File: config.mk
export PLATFORM = sky130hd
export DESIGN_NAME = midi_event_parser_top
export DESIGN_NICKNAME = d
export VERILOG_FILES = /design/src/rtl/core/mep_pkg.sv /design/src/rtl/core/mep_front.sv /design/src/rtl/core/mep_back.sv /design/src/rtl/core/mep_outq.sv /design/src/rtl/core/midi_event_parser_top.sv
export SDC_FILE = /design/constraint.sdc
export NUM_CORES = 1
export LEC_CHECK = 0
export BUFFER_PORTS_ARGS = -buffer_cell sky130_fd_sc_hd__buf_2
export CAP_MARGIN = 5
export CORE_ASPECT_RATIO = 0.75
export CORE_UTILIZATION = 55
export DETAILED_ROUTE_END_ITERATION = 7
export PLACE_DENSITY = 0.75
export SLEW_MARGIN = 5
export SYNTH_ARGS = -nofsm -noshare
export SYNTH_HDL_FRONTEND = slang
export SYNTH_HIERARCHICAL = 1
export SYNTH_SLANG_ARGS = --single-unit
File: constraint.sdc
create_clock -name clk_i -period 8.4 [get_ports clk_i]
set_clock_uncertainty 0.2 [all_clocks]
set_input_delay 2.52 -clock clk_i [delete_from_list [all_inputs] [get_ports clk_i]]
set_output_delay 2.52 -clock clk_i [all_outputs]
set_load 0.05 [all_outputs]
File: src/rtl/core/mep_pkg.sv
`timescale 1ns / 1ps
// ----------------------------------------------------------------------------
// MIDI event parser package
// Shared types, status byte codes and the channel voice decode function.
// ----------------------------------------------------------------------------
package mep_pkg;

  // Number of source ports that are accepted; requests from higher ports are ignored.
  localparam int unsigned SourcePorts = 128;
  // Results kept per request; later results are dropped.
  localparam int unsigned MaxResults  = 6;

  // System status bytes.
  localparam logic [7:0] StSxStart   = 8'hF0;
  localparam logic [7:0] StQframe    = 8'hF1;
  localparam logic [7:0] StSongPos   = 8'hF2;
  localparam logic [7:0] StSongSel   = 8'hF3;
  localparam logic [7:0] StTuneReq   = 8'hF6;
  localparam logic [7:0] StSxEnd     = 8'hF7;
  localparam logic [7:0] StRtLo      = 8'hF8;
  localparam logic [7:0] StRtHi      = 8'hFC;
  localparam logic [7:0] StActSense  = 8'hFE;
  localparam logic [3:0] NibSystem   = 4'hF;

  typedef enum logic [3:0] {
    K_NOTE_OFF   = 4'd0,
    K_NOTE_ON    = 4'd1,
    K_POLY_TOUCH = 4'd2,
    K_CONTROL    = 4'd3,
    K_PROGRAM    = 4'd4,
    K_TOUCH      = 4'd5,
    K_BEND       = 4'd6,
    K_QFRAME     = 4'd7,
    K_SONG_POS   = 4'd8,
    K_SONG_SEL   = 4'd9,
    K_REALTIME   = 4'd10,
    K_SX_BYTE    = 4'd11,
    K_SX_OK      = 4'd12,
    K_SX_BAD     = 4'd13
  } kind_e;

  // Classification made by the front end.
  typedef enum logic [1:0] {
    CLS_VOICE = 2'd0,
    CLS_SCAN  = 2'd1,
    CLS_DATA  = 2'd2,
    CLS_DROP  = 2'd3
  } cls_e;

  typedef struct packed {
    logic [6:0]      port;
    logic [3:0][7:0] bytes;   // bytes[0] is the first byte of the word
    cls_e            cls;
  } item_t;

  typedef struct packed {
    logic [6:0]  port_tag;
    kind_e       kind;
    logic [3:0]  channel;
    logic [13:0] value_a;
    logic [7:0]  value_b;
    logic [7:0]  sysex_byte;
    logic        last;
  } res_t;

  // Builds a channel voice result from the status nibble, channel and data bytes.
  function automatic res_t make_voice(logic [6:0] port, logic [7:0] status,
                                      logic [7:0] d1, logic [7:0] d2);
    res_t r;
    r            = '0;
    r.port_tag   = port;
    r.kind       = kind_e'({1'b0, status[6:4]});
    r.channel    = status[3:0];
    if (status[6:4] == 3'd6) begin
      r.value_a = {d2[6:0], d1[6:0]};
    end else begin
      r.value_a = {6'b0, d1};
    end
    if (!status[6]) begin
      r.value_b = d2;
    end
    return r;
  endfunction

endpackage

File: src/rtl/core/mep_front.sv
`timescale 1ns / 1ps
// ----------------------------------------------------------------------------
// MIDI event parser front end
// Classifies incoming event words and holds them in a two-entry queue.
// ----------------------------------------------------------------------------
module mep_front (
  input  logic           clk_i,
  input  logic           rst_ni,
  input  logic           push,
  output logic           full,
  input  logic [6:0]     source_port_i,
  input  logic [7:0]     byte_zero_i,
  input  logic [7:0]     byte_one_i,
  input  logic [7:0]     byte_two_i,
  input  logic [7:0]     byte_three_i,
  input  logic           deq_i,
  output logic           head_valid_o,
  output mep_pkg::item_t head_o
);
  import mep_pkg::*;

  item_t       mem_q [2];
  item_t       item_in;
  logic        wr_ptr_q, wr_ptr_d;
  logic        rd_ptr_q, rd_ptr_d;
  logic [1:0]  cnt_q, cnt_d;
  logic        do_push;

  // Classify the incoming word.
  always_comb begin
    item_in.port  = source_port_i;
    item_in.bytes = {byte_three_i, byte_two_i, byte_one_i, byte_zero_i};
    if ({2'b0, source_port_i} >= 9'(SourcePorts)) begin
      item_in.cls = CLS_DROP;
    end else if (!byte_zero_i[7]) begin
      item_in.cls = CLS_DATA;
    end else if (byte_zero_i[7:4] == NibSystem) begin
      item_in.cls = CLS_SCAN;
    end else begin
      item_in.cls = CLS_VOICE;
    end
  end

  // Queue pointers and fill count.
  assign full         = (cnt_q == 2'd2);
  assign head_valid_o = (cnt_q != 2'd0);
  assign head_o       = mem_q[rd_ptr_q];
  assign do_push      = push && !full;

  always_comb begin
    wr_ptr_d = wr_ptr_q;
    rd_ptr_d = rd_ptr_q;
    cnt_d    = cnt_q;
    if (do_push) begin
      wr_ptr_d = !wr_ptr_q;
    end
    if (deq_i) begin
      rd_ptr_d = !rd_ptr_q;
    end
    if (do_push && !deq_i) begin
      cnt_d = cnt_q + 2'd1;
    end else if (!do_push && deq_i) begin
      cnt_d = cnt_q - 2'd1;
    end
  end

  always_ff @(posedge clk_i or negedge rst_ni) begin
    if (!rst_ni) begin
      wr_ptr_q <= 1'b0;
      rd_ptr_q <= 1'b0;
      cnt_q    <= 2'd0;
    end else begin
      wr_ptr_q <= wr_ptr_d;
      rd_ptr_q <= rd_ptr_d;
      cnt_q    <= cnt_d;
    end
  end

  // Queue storage.
  always_ff @(posedge clk_i) begin
    if (do_push) begin
      mem_q[wr_ptr_q] <= item_in;
    end
  end

endmodule

File: src/rtl/core/mep_back.sv
`timescale 1ns / 1ps
// ----------------------------------------------------------------------------
// MIDI event parser back end
// Steps through one event word, keeps running status and the sysex flag.
// ----------------------------------------------------------------------------
module mep_back (
  input  logic           clk_i,
  input  logic           rst_ni,
  input  logic           head_valid_i,
  input  mep_pkg::item_t head_i,
  output logic           deq_o,
  input  logic           out_full_i,
  output logic           res_push_o,
  output mep_pkg::res_t  res_o
);
  import mep_pkg::*;

  logic [7:0] rs_q, rs_d;
  logic       sx_q, sx_d;
  logic [1:0] pos_q, pos_d;
  logic       ph_q, ph_d;
  logic       fl_q, fl_d;
  logic [2:0] cnt_q, cnt_d;
  logic       pv_q, pv_d;
  res_t       pend_q, pend_d;

  logic       step, flush, do_scan, adv, done, gen_v;
  res_t       gen;
  logic [7:0] c, n1, n2;

  assign step  = head_valid_i && !fl_q && !out_full_i;
  assign flush = head_valid_i && fl_q && !out_full_i;

  // Bytes seen at the current scan position; bytes past the word read as zero.
  always_comb begin
    c  = head_i.bytes[pos_q];
    n1 = (pos_q == 2'd3) ? 8'h00 : head_i.bytes[pos_q + 2'd1];
    n2 = pos_q[1] ? 8'h00 : head_i.bytes[pos_q + 2'd2];
  end

  // One step of decode: at most one result per cycle.
  always_comb begin
    rs_d        = rs_q;
    sx_d        = sx_q;
    ph_d        = ph_q;
    do_scan     = 1'b0;
    adv         = 1'b0;
    done        = 1'b0;
    gen_v       = 1'b0;
    gen         = '0;
    gen.port_tag = head_i.port;
    if (step) begin
      unique case (head_i.cls)
        CLS_DROP: begin
          done = 1'b1;
        end
        CLS_VOICE: begin
          rs_d  = head_i.bytes[0];
          gen   = make_voice(head_i.port, head_i.bytes[0], head_i.bytes[1],
                             head_i.bytes[2]);
          gen_v = 1'b1;
          done  = 1'b1;
        end
        CLS_DATA: begin
          if (sx_q) begin
            do_scan = 1'b1;
          end else begin
            if (rs_q != 8'h00) begin
              gen   = make_voice(head_i.port, rs_q, head_i.bytes[0], head_i.bytes[1]);
              gen_v = 1'b1;
            end
            done = 1'b1;
          end
        end
        CLS_SCAN: begin
          if (pos_q == 2'd0 && !ph_q) begin
            rs_d = 8'h00;
          end
          do_scan = 1'b1;
        end
        default: begin
          done = 1'b1;
        end
      endcase

      // Byte scan over system codes and sysex content.
      if (do_scan) begin
        case (c) inside
          StSxStart: begin
            gen_v = 1'b1;
            if (!ph_q && sx_q) begin
              gen.kind = K_SX_BAD;
              sx_d     = 1'b0;
              ph_d     = 1'b1;
            end else begin
              rs_d           = 8'h00;
              sx_d           = 1'b1;
              gen.kind       = K_SX_BYTE;
              gen.sysex_byte = c;
              ph_d           = 1'b0;
              adv            = 1'b1;
            end
          end
          StSxEnd: begin
            gen_v = 1'b1;
            if (!ph_q) begin
              gen.kind       = K_SX_BYTE;
              gen.sysex_byte = c;
              ph_d           = 1'b1;
            end else begin
              gen.kind = sx_q ? K_SX_OK : K_SX_BAD;
              sx_d     = 1'b0;
              done     = 1'b1;
            end
          end
          StQframe: begin
            gen_v       = 1'b1;
            gen.kind    = K_QFRAME;
            gen.value_a = {10'b0, n1[7:4]};
            gen.value_b = n1[4] ? {n1[3:0], 4'b0} : {4'b0, n1[3:0]};
            done        = 1'b1;
          end
          StSongPos: begin
            gen_v       = 1'b1;
            gen.kind    = K_SONG_POS;
            gen.value_a = {n2[6:0], n1[6:0]};
            done        = 1'b1;
          end
          StSongSel: begin
            gen_v       = 1'b1;
            gen.kind    = K_SONG_SEL;
            gen.value_a = {6'b0, n1};
            done        = 1'b1;
          end
          StTuneReq, [StRtLo:StRtHi], StActSense: begin
            rs_d        = 8'h00;
            gen_v       = 1'b1;
            gen.kind    = K_REALTIME;
            gen.value_a = {10'b0, c[3:0]};
            adv         = 1'b1;
          end
          default: begin
            if (c[7]) begin
              // A stray status byte ends the sysex as invalid.
              gen_v = 1'b1;
              if (!ph_q) begin
                gen.kind       = K_SX_BYTE;
                gen.sysex_byte = c;
                ph_d           = 1'b1;
              end else begin
                gen.kind = K_SX_BAD;
                sx_d     = 1'b0;
                done     = 1'b1;
              end
            end else begin
              if (sx_q) begin
                gen_v          = 1'b1;
                gen.kind       = K_SX_BYTE;
                gen.sysex_byte = c;
              end
              adv = 1'b1;
            end
          end
        endcase
      end
    end
  end

  // Position, pending result and output pushes.
  always_comb begin
    pos_d      = pos_q;
    fl_d       = fl_q;
    cnt_d      = cnt_q;
    pv_d       = pv_q;
    pend_d     = pend_q;
    res_push_o = 1'b0;
    res_o      = pend_q;
    res_o.last = 1'b0;
    deq_o      = 1'b0;
    if (step) begin
      if (gen_v && (cnt_q < 3'(MaxResults))) begin
        res_push_o = pv_q;
        pend_d     = gen;
        pv_d       = 1'b1;
        cnt_d      = cnt_q + 3'd1;
      end
      if (adv) begin
        if (pos_q == 2'd3) begin
          fl_d = 1'b1;
        end else begin
          pos_d = pos_q + 2'd1;
        end
      end
      if (done) begin
        fl_d = 1'b1;
      end
    end
    if (flush) begin
      // The last kept result of the word goes out marked as final.
      res_push_o = pv_q;
      res_o.last = 1'b1;
      deq_o      = 1'b1;
      fl_d       = 1'b0;
      pos_d      = 2'd0;
      pv_d       = 1'b0;
      cnt_d      = 3'd0;
    end
  end

  always_ff @(posedge clk_i or negedge rst_ni) begin
    if (!rst_ni) begin
      rs_q  <= 8'h00;
      sx_q  <= 1'b0;
      pos_q <= 2'd0;
      ph_q  <= 1'b0;
      fl_q  <= 1'b0;
      cnt_q <= 3'd0;
      pv_q  <= 1'b0;
    end else begin
      rs_q  <= rs_d;
      sx_q  <= sx_d;
      pos_q <= pos_d;
      ph_q  <= (step && (adv || done)) ? 1'b0 : ph_d;
      fl_q  <= fl_d;
      cnt_q <= cnt_d;
      pv_q  <= pv_d;
    end
  end

  always_ff @(posedge clk_i) begin
    pend_q <= pend_d;
  end

endmodule

File: src/rtl/core/mep_outq.sv
`timescale 1ns / 1ps
// ----------------------------------------------------------------------------
// MIDI event parser result queue
// Two-entry queue that parts the back end from the result consumer.
// ----------------------------------------------------------------------------
module mep_outq (
  input  logic          clk_i,
  input  logic          rst_ni,
  input  logic          push_i,
  input  mep_pkg::res_t res_i,
  output logic          full_o,
  input  logic          pop,
  output logic          empty,
  output mep_pkg::res_t res_o
);
  import mep_pkg::*;

  res_t       mem_q [2];
  logic       wr_ptr_q;
  logic       rd_ptr_q;
  logic [1:0] cnt_q, cnt_d;
  logic       do_push, do_pop;

  assign full_o  = (cnt_q == 2'd2);
  assign empty   = (cnt_q == 2'd0);
  assign res_o   = mem_q[rd_ptr_q];
  assign do_push = push_i && !full_o;
  assign do_pop  = pop && !empty;

  // Fill count.
  always_comb begin
    cnt_d = cnt_q;
    if (do_push && !do_pop) begin
      cnt_d = cnt_q + 2'd1;
    end else if (!do_push && do_pop) begin
      cnt_d = cnt_q - 2'd1;
    end
  end

  always_ff @(posedge clk_i or negedge rst_ni) begin
    if (!rst_ni) begin
      wr_ptr_q <= 1'b0;
      rd_ptr_q <= 1'b0;
      cnt_q    <= 2'd0;
    end else begin
      if (do_push) begin
        wr_ptr_q <= !wr_ptr_q;
      end
      if (do_pop) begin
        rd_ptr_q <= !rd_ptr_q;
      end
      cnt_q <= cnt_d;
    end
  end

  // Queue storage.
  always_ff @(posedge clk_i) begin
    if (do_push) begin
      mem_q[wr_ptr_q] <= res_i;
    end
  end

endmodule

File: src/rtl/core/midi_event_parser_top.sv
`timescale 1ns / 1ps
// Sequencing: the back end decodes a channel voice or running status word and then closes it;
// a scanned word gets a step per byte, an extra step for a byte with two results, and a closing step.
// The back end's byte sequencer sets the pace and stalls while the result queue is full;
// a two-entry queue on each side lets input and output stall independently.
// Reset: asynchronous, active low; clears both queues, running status and sysex flag.
// ----------------------------------------------------------------------------
// MIDI event parser top level
// Parses four-byte MIDI event words into decoded events and sysex bytes.
// ----------------------------------------------------------------------------
module midi_event_parser_top (
  input  logic        clk_i,
  input  logic        rst_ni,
  input  logic        push,
  output logic        full,
  input  logic [6:0]  source_port_i,
  input  logic [7:0]  byte_zero_i,
  input  logic [7:0]  byte_one_i,
  input  logic [7:0]  byte_two_i,
  input  logic [7:0]  byte_three_i,
  output logic        empty,
  input  logic        pop,
  output logic [6:0]  port_tag_o,
  output logic [3:0]  event_kind_o,
  output logic [3:0]  channel_o,
  output logic [13:0] value_a_o,
  output logic [7:0]  value_b_o,
  output logic [7:0]  sysex_byte_o,
  output logic        last_o
);
  import mep_pkg::*;

  item_t head;
  logic  head_valid;
  logic  deq;
  logic  res_push;
  logic  outq_full;
  res_t  res;
  res_t  res_out;

  // Front end: classification and input queue.
  mep_front u_front (
    .clk_i         (clk_i),
    .rst_ni        (rst_ni),
    .push          (push),
    .full          (full),
    .source_port_i (source_port_i),
    .byte_zero_i   (byte_zero_i),
    .byte_one_i    (byte_one_i),
    .byte_two_i    (byte_two_i),
    .byte_three_i  (byte_three_i),
    .deq_i         (deq),
    .head_valid_o  (head_valid),
    .head_o        (head)
  );

  // Back end: byte sequencer with parser state.
  mep_back u_back (
    .clk_i        (clk_i),
    .rst_ni       (rst_ni),
    .head_valid_i (head_valid),
    .head_i       (head),
    .deq_o        (deq),
    .out_full_i   (outq_full),
    .res_push_o   (res_push),
    .res_o        (res)
  );

  // Result queue.
  mep_outq u_outq (
    .clk_i  (clk_i),
    .rst_ni (rst_ni),
    .push_i (res_push),
    .res_i  (res),
    .full_o (outq_full),
    .pop    (pop),
    .empty  (empty),
    .res_o  (res_out)
  );

  assign port_tag_o   = res_out.port_tag;
  assign event_kind_o = res_out.kind;
  assign channel_o    = res_out.channel;
  assign value_a_o    = res_out.value_a;
  assign value_b_o    = res_out.value_b;
  assign sysex_byte_o = res_out.sysex_byte;
  assign last_o       = res_out.last;

`ifndef SYNTHESIS
  // The back end never pushes into a full result queue.
  assert property (@(posedge clk_i) disable iff (!rst_ni) res_push |-> !outq_full)
    else $error("result pushed into full queue");

  // A word leaves the front queue only when one is there.
  assert property (@(posedge clk_i) disable iff (!rst_ni) deq |-> head_valid)
    else $error("dequeue from empty front queue");

  // The final result of a word is pushed exactly when the word is retired.
  assert property (@(posedge clk_i) disable iff (!rst_ni) res_push |-> (res.last == deq))
    else $error("last flag out of step with word retirement");
`endif

endmodule
==> impl_metrics.json <==
{
  "cp.required_ps": 8320,
  "detail_route.vias_per_cell": 5.82,
  "hold_depth": 0,
  "wl_per_cell_um": 21.0,
  "coreArea_um2": 19300,
  "setup_tns_ps": 0,
  "setup_slack_ps": 3490,
  "vias": 5969,
  "std_cell_rows": 44,
  "design.die.area_um2": 20300,
  "synth-main-ff-cell": "edfxtp_1",
  "root_buffer": "clkbuf_16",
  "cts_setup_buffers": 0,
  "gr-total-overflow": 0,
  "pwr-share-clk_pct": 20.6,
  "drive_gt1_share_pct": 32.8,
  "rrSetupSlack_ps": 3490,
  "p_int_mw": 3.21,
  "path_class": "register to register",
  "first_global_vias": 5808,
  "grt_max_degree": 51,
  "synth.distinct_cells": 63,
  "synth_warnings": 6,
  "clkTransAtPathRegs_ps": 60,
  "final_hold_viol_count": 0,
  "cts_tree": "yes",
  "path_cells": "buf_4 > mux2_4 > inv_1 > ha_1 > nand2b_1 > a21oi_1 > o311a_2 > buf_4 > o21a_1 > and3_2",
  "holdPathEnd": "u_outq/mem_q[1][19]",
  "max_freq_mhz": 204,
  "rr_endpoint": "u_outq/mem_q[1][25]",
  "place_ws_ps": 3580,
  "leakage_nw": 4.56,
  "hp-class": "register to register",
  "slew_violations": 0,
  "period_needed_ps": 4910,
  "slew_headroom_pct": 20.4,
  "synthTopCellsByArea": "edfxtp_1 (61%), mux2_4 (9.5%), dfrtp_1 (5.8%)",
  "worst_skew_pair.late_latency_ps": 510,
  "cts_buffers": 24,
  "fp.dieH_um": 124,
  "synth_top_area_share_pct": 60.6,
  "cts_resized": 0,
  "syn_avg_cell_area_um2": 16.4,
  "syn_area_um2": 10900,
  "place_hpwl_um": 15000,
  "grt_pass1_wl_um": 32900,
  "pwr-share-comb_pct": 41.3,
  "final_cell_mix": "edfxtp_1 (219), buf_2 (90), mux2_4 (69)",
  "ys_seq_area_share_pct": 66.4,
  "ant_nets": 0,
  "max_stage_delay_ps": 890,
  "power_frac_seq_pct": 38.1,
  "slowest_stage": "and3_2",
  "die_width_um": 164,
  "ir_drop_mv": 0.224,
  "ys_ff_latch": 244,
  "synth_edf_count": 219,
  "switching_power_mw": 1.94,
  "crit_fanout": 50,
  "drtIter0Drc": 585,
  "setup_viol": 0,
  "synth_nets": 712,
  "dr.pass1.iters": 6,
  "synthArstFlopShare_pct": 10.2,
  "worstPathArrival_ps": 4830,
  "rsz0062_at_grt": "false",
  "initial_core_util_pct": 56.2,
  "cts_num_sinks": 244,
  "gp_congestion": 0.889,
  "worst_pin_slew_ps": 1190,
  "io_buffers": 90,
  "post-route-period-util_pct": 58.5,
  "holdWs_ps": 242,
  "critPathMostFrequentCell": "buf_4",
  "syn2layout_area_growth_pct": 12.7,
  "cts_buffer_depth": 3,
  "layout.cells.most_common": "edfxtp_1",
  "syn_inst": 661,
  "reg2reg_from": "u_front/rd_ptr_q",
  "status": "complete, no violations",
  "htreeDepth": 1,
  "antenna_found_initial": 2,
  "worstHoldStart": "u_back/res_o[19]",
  "cap_violations": 0,
  "cts_hold_buf": 0,
  "wl_um": 21500,
  "switching_share_pct": 37.6,
  "cp-start-kind": "register",
  "worstSetupEndpointType": "register",
  "fin_nets": 804,
  "cellPowerDensity_nw_per_um2": 421,
  "grtUsageTotal_pct": 21.8,
  "io_pins": 91,
  "synth_area_leader_cell": "edfxtp_1",
  "drc": 0,
  "r2r.worst_path.cells": 10
}
==> logic make-up after synthesis <==
family / share of synthesized area (%)
compound gates: 7.61
xor+xnor: 0.968
fa+ha+maj: 0.922
buf+inv: 2.95
flops: 66.4
mux: 15.8
simple gates: 5.42
==> state kept, by name, indices dropped and copies added (netlist names), 2 cells and up <==
name and count:
u_outq/mem_q 92, u_front/mem_q 82, u_back/res_o 45, u_back/rs_q 8, u_back/cnt_q 3, u_back/pos_q 2
u_front/cnt_q 2, u_outq/cnt_q 2
==> power by group through the flow <==
| stage | Combinational, mW | Sequential, mW | Clock (mW) |
|---|---|---|---|
| 6_report | 2.13 | 1.96 | 1.06 |
| 5_1_grt | 2.27 | 2.00 | 1.12 |
| 4_1_cts | 2.12 | 1.97 | 1.09 |
| 3_5_place_dp | 2.11 | 1.99 | 0 |
| 3_3_place_gp | 2.09 | 1.96 | 0 |
| 2_1_floorplan | 1.72 | 1.94 | 0 |
==> layout make-up <==
cell class                      instances  area (um^2)
Timing Repair Buffer                   95          488
Inverter                               22         82.6
Tap cell                              253          317
Sequential cell                       244         7200
Clock buffer                           32          652
Multi-Input combinational cell        366         3350
Clock inverter                         12          138
Antenna cell                            1         2.50
Fill cell                            1383         7090
==> cells in the mapped netlist, types with 12 or more instances <==
master / number
a21oi_1: 32
a22oi_1: 23
o21ai_0: 12
edfxtp_1: 219
mux4_2: 16
mux2_4: 69
a22o_1: 13
mux2_2: 21
inv_1: 21
dfrtp_1: 25
nor2_1: 32
nand2_1: 28
==> critical path: cells and delay by family (launching register included) <==
kind,cells,cell delay [ps]
compound gates,3,1110
flops,1,340
mux,1,360
simple gates,2,980
fa+ha+maj,1,240
buf+inv,3,1190
==> stage by stage <==
stage               cell area (um^2)  std cells  util (%)  power (mW)
detailed placement             11400        980      59.2        4.10
global route                   12200       1024      63.3        5.39
floorplan                      10900        661         -        3.66
global placement               11400        980      59.2        4.05
CTS                            12200       1024      63.3        5.17
finish                         12200       1025      63.3        5.15
==> metal layers <==
metal | wire length [um] | track usage (%) | vias to the layer above
met4 | 437 | 6.19 | 2
li1 | - | - | 2776
met3 | 1450 | 4.26 | 31
met1 | 10400 | 34.0 | 2935
met2 | 9160 | 30.9 | 225
met5 | 13 | 0 | -
==> worst max-delay path by stage <==
stage / startpoint / to / slack [ps] / cells after the start
global placement: u_front/rd_ptr_q / u_outq/mem_q[1][41] / 3710 / 10
floorplan: u_front/rd_ptr_q / u_outq/mem_q[0][0] / 2390 / 12
global route: u_front/rd_ptr_q / u_outq/mem_q[1][25] / 3220 / 10
finish: u_front/rd_ptr_q / u_outq/mem_q[1][25] / 3490 / 10
detailed placement: u_front/rd_ptr_q / u_outq/mem_q[1][45] / 3580 / 10
CTS: u_front/rd_ptr_q / u_outq/mem_q[1][11] / 3530 / 10
(Power assumes the default switching activity.)
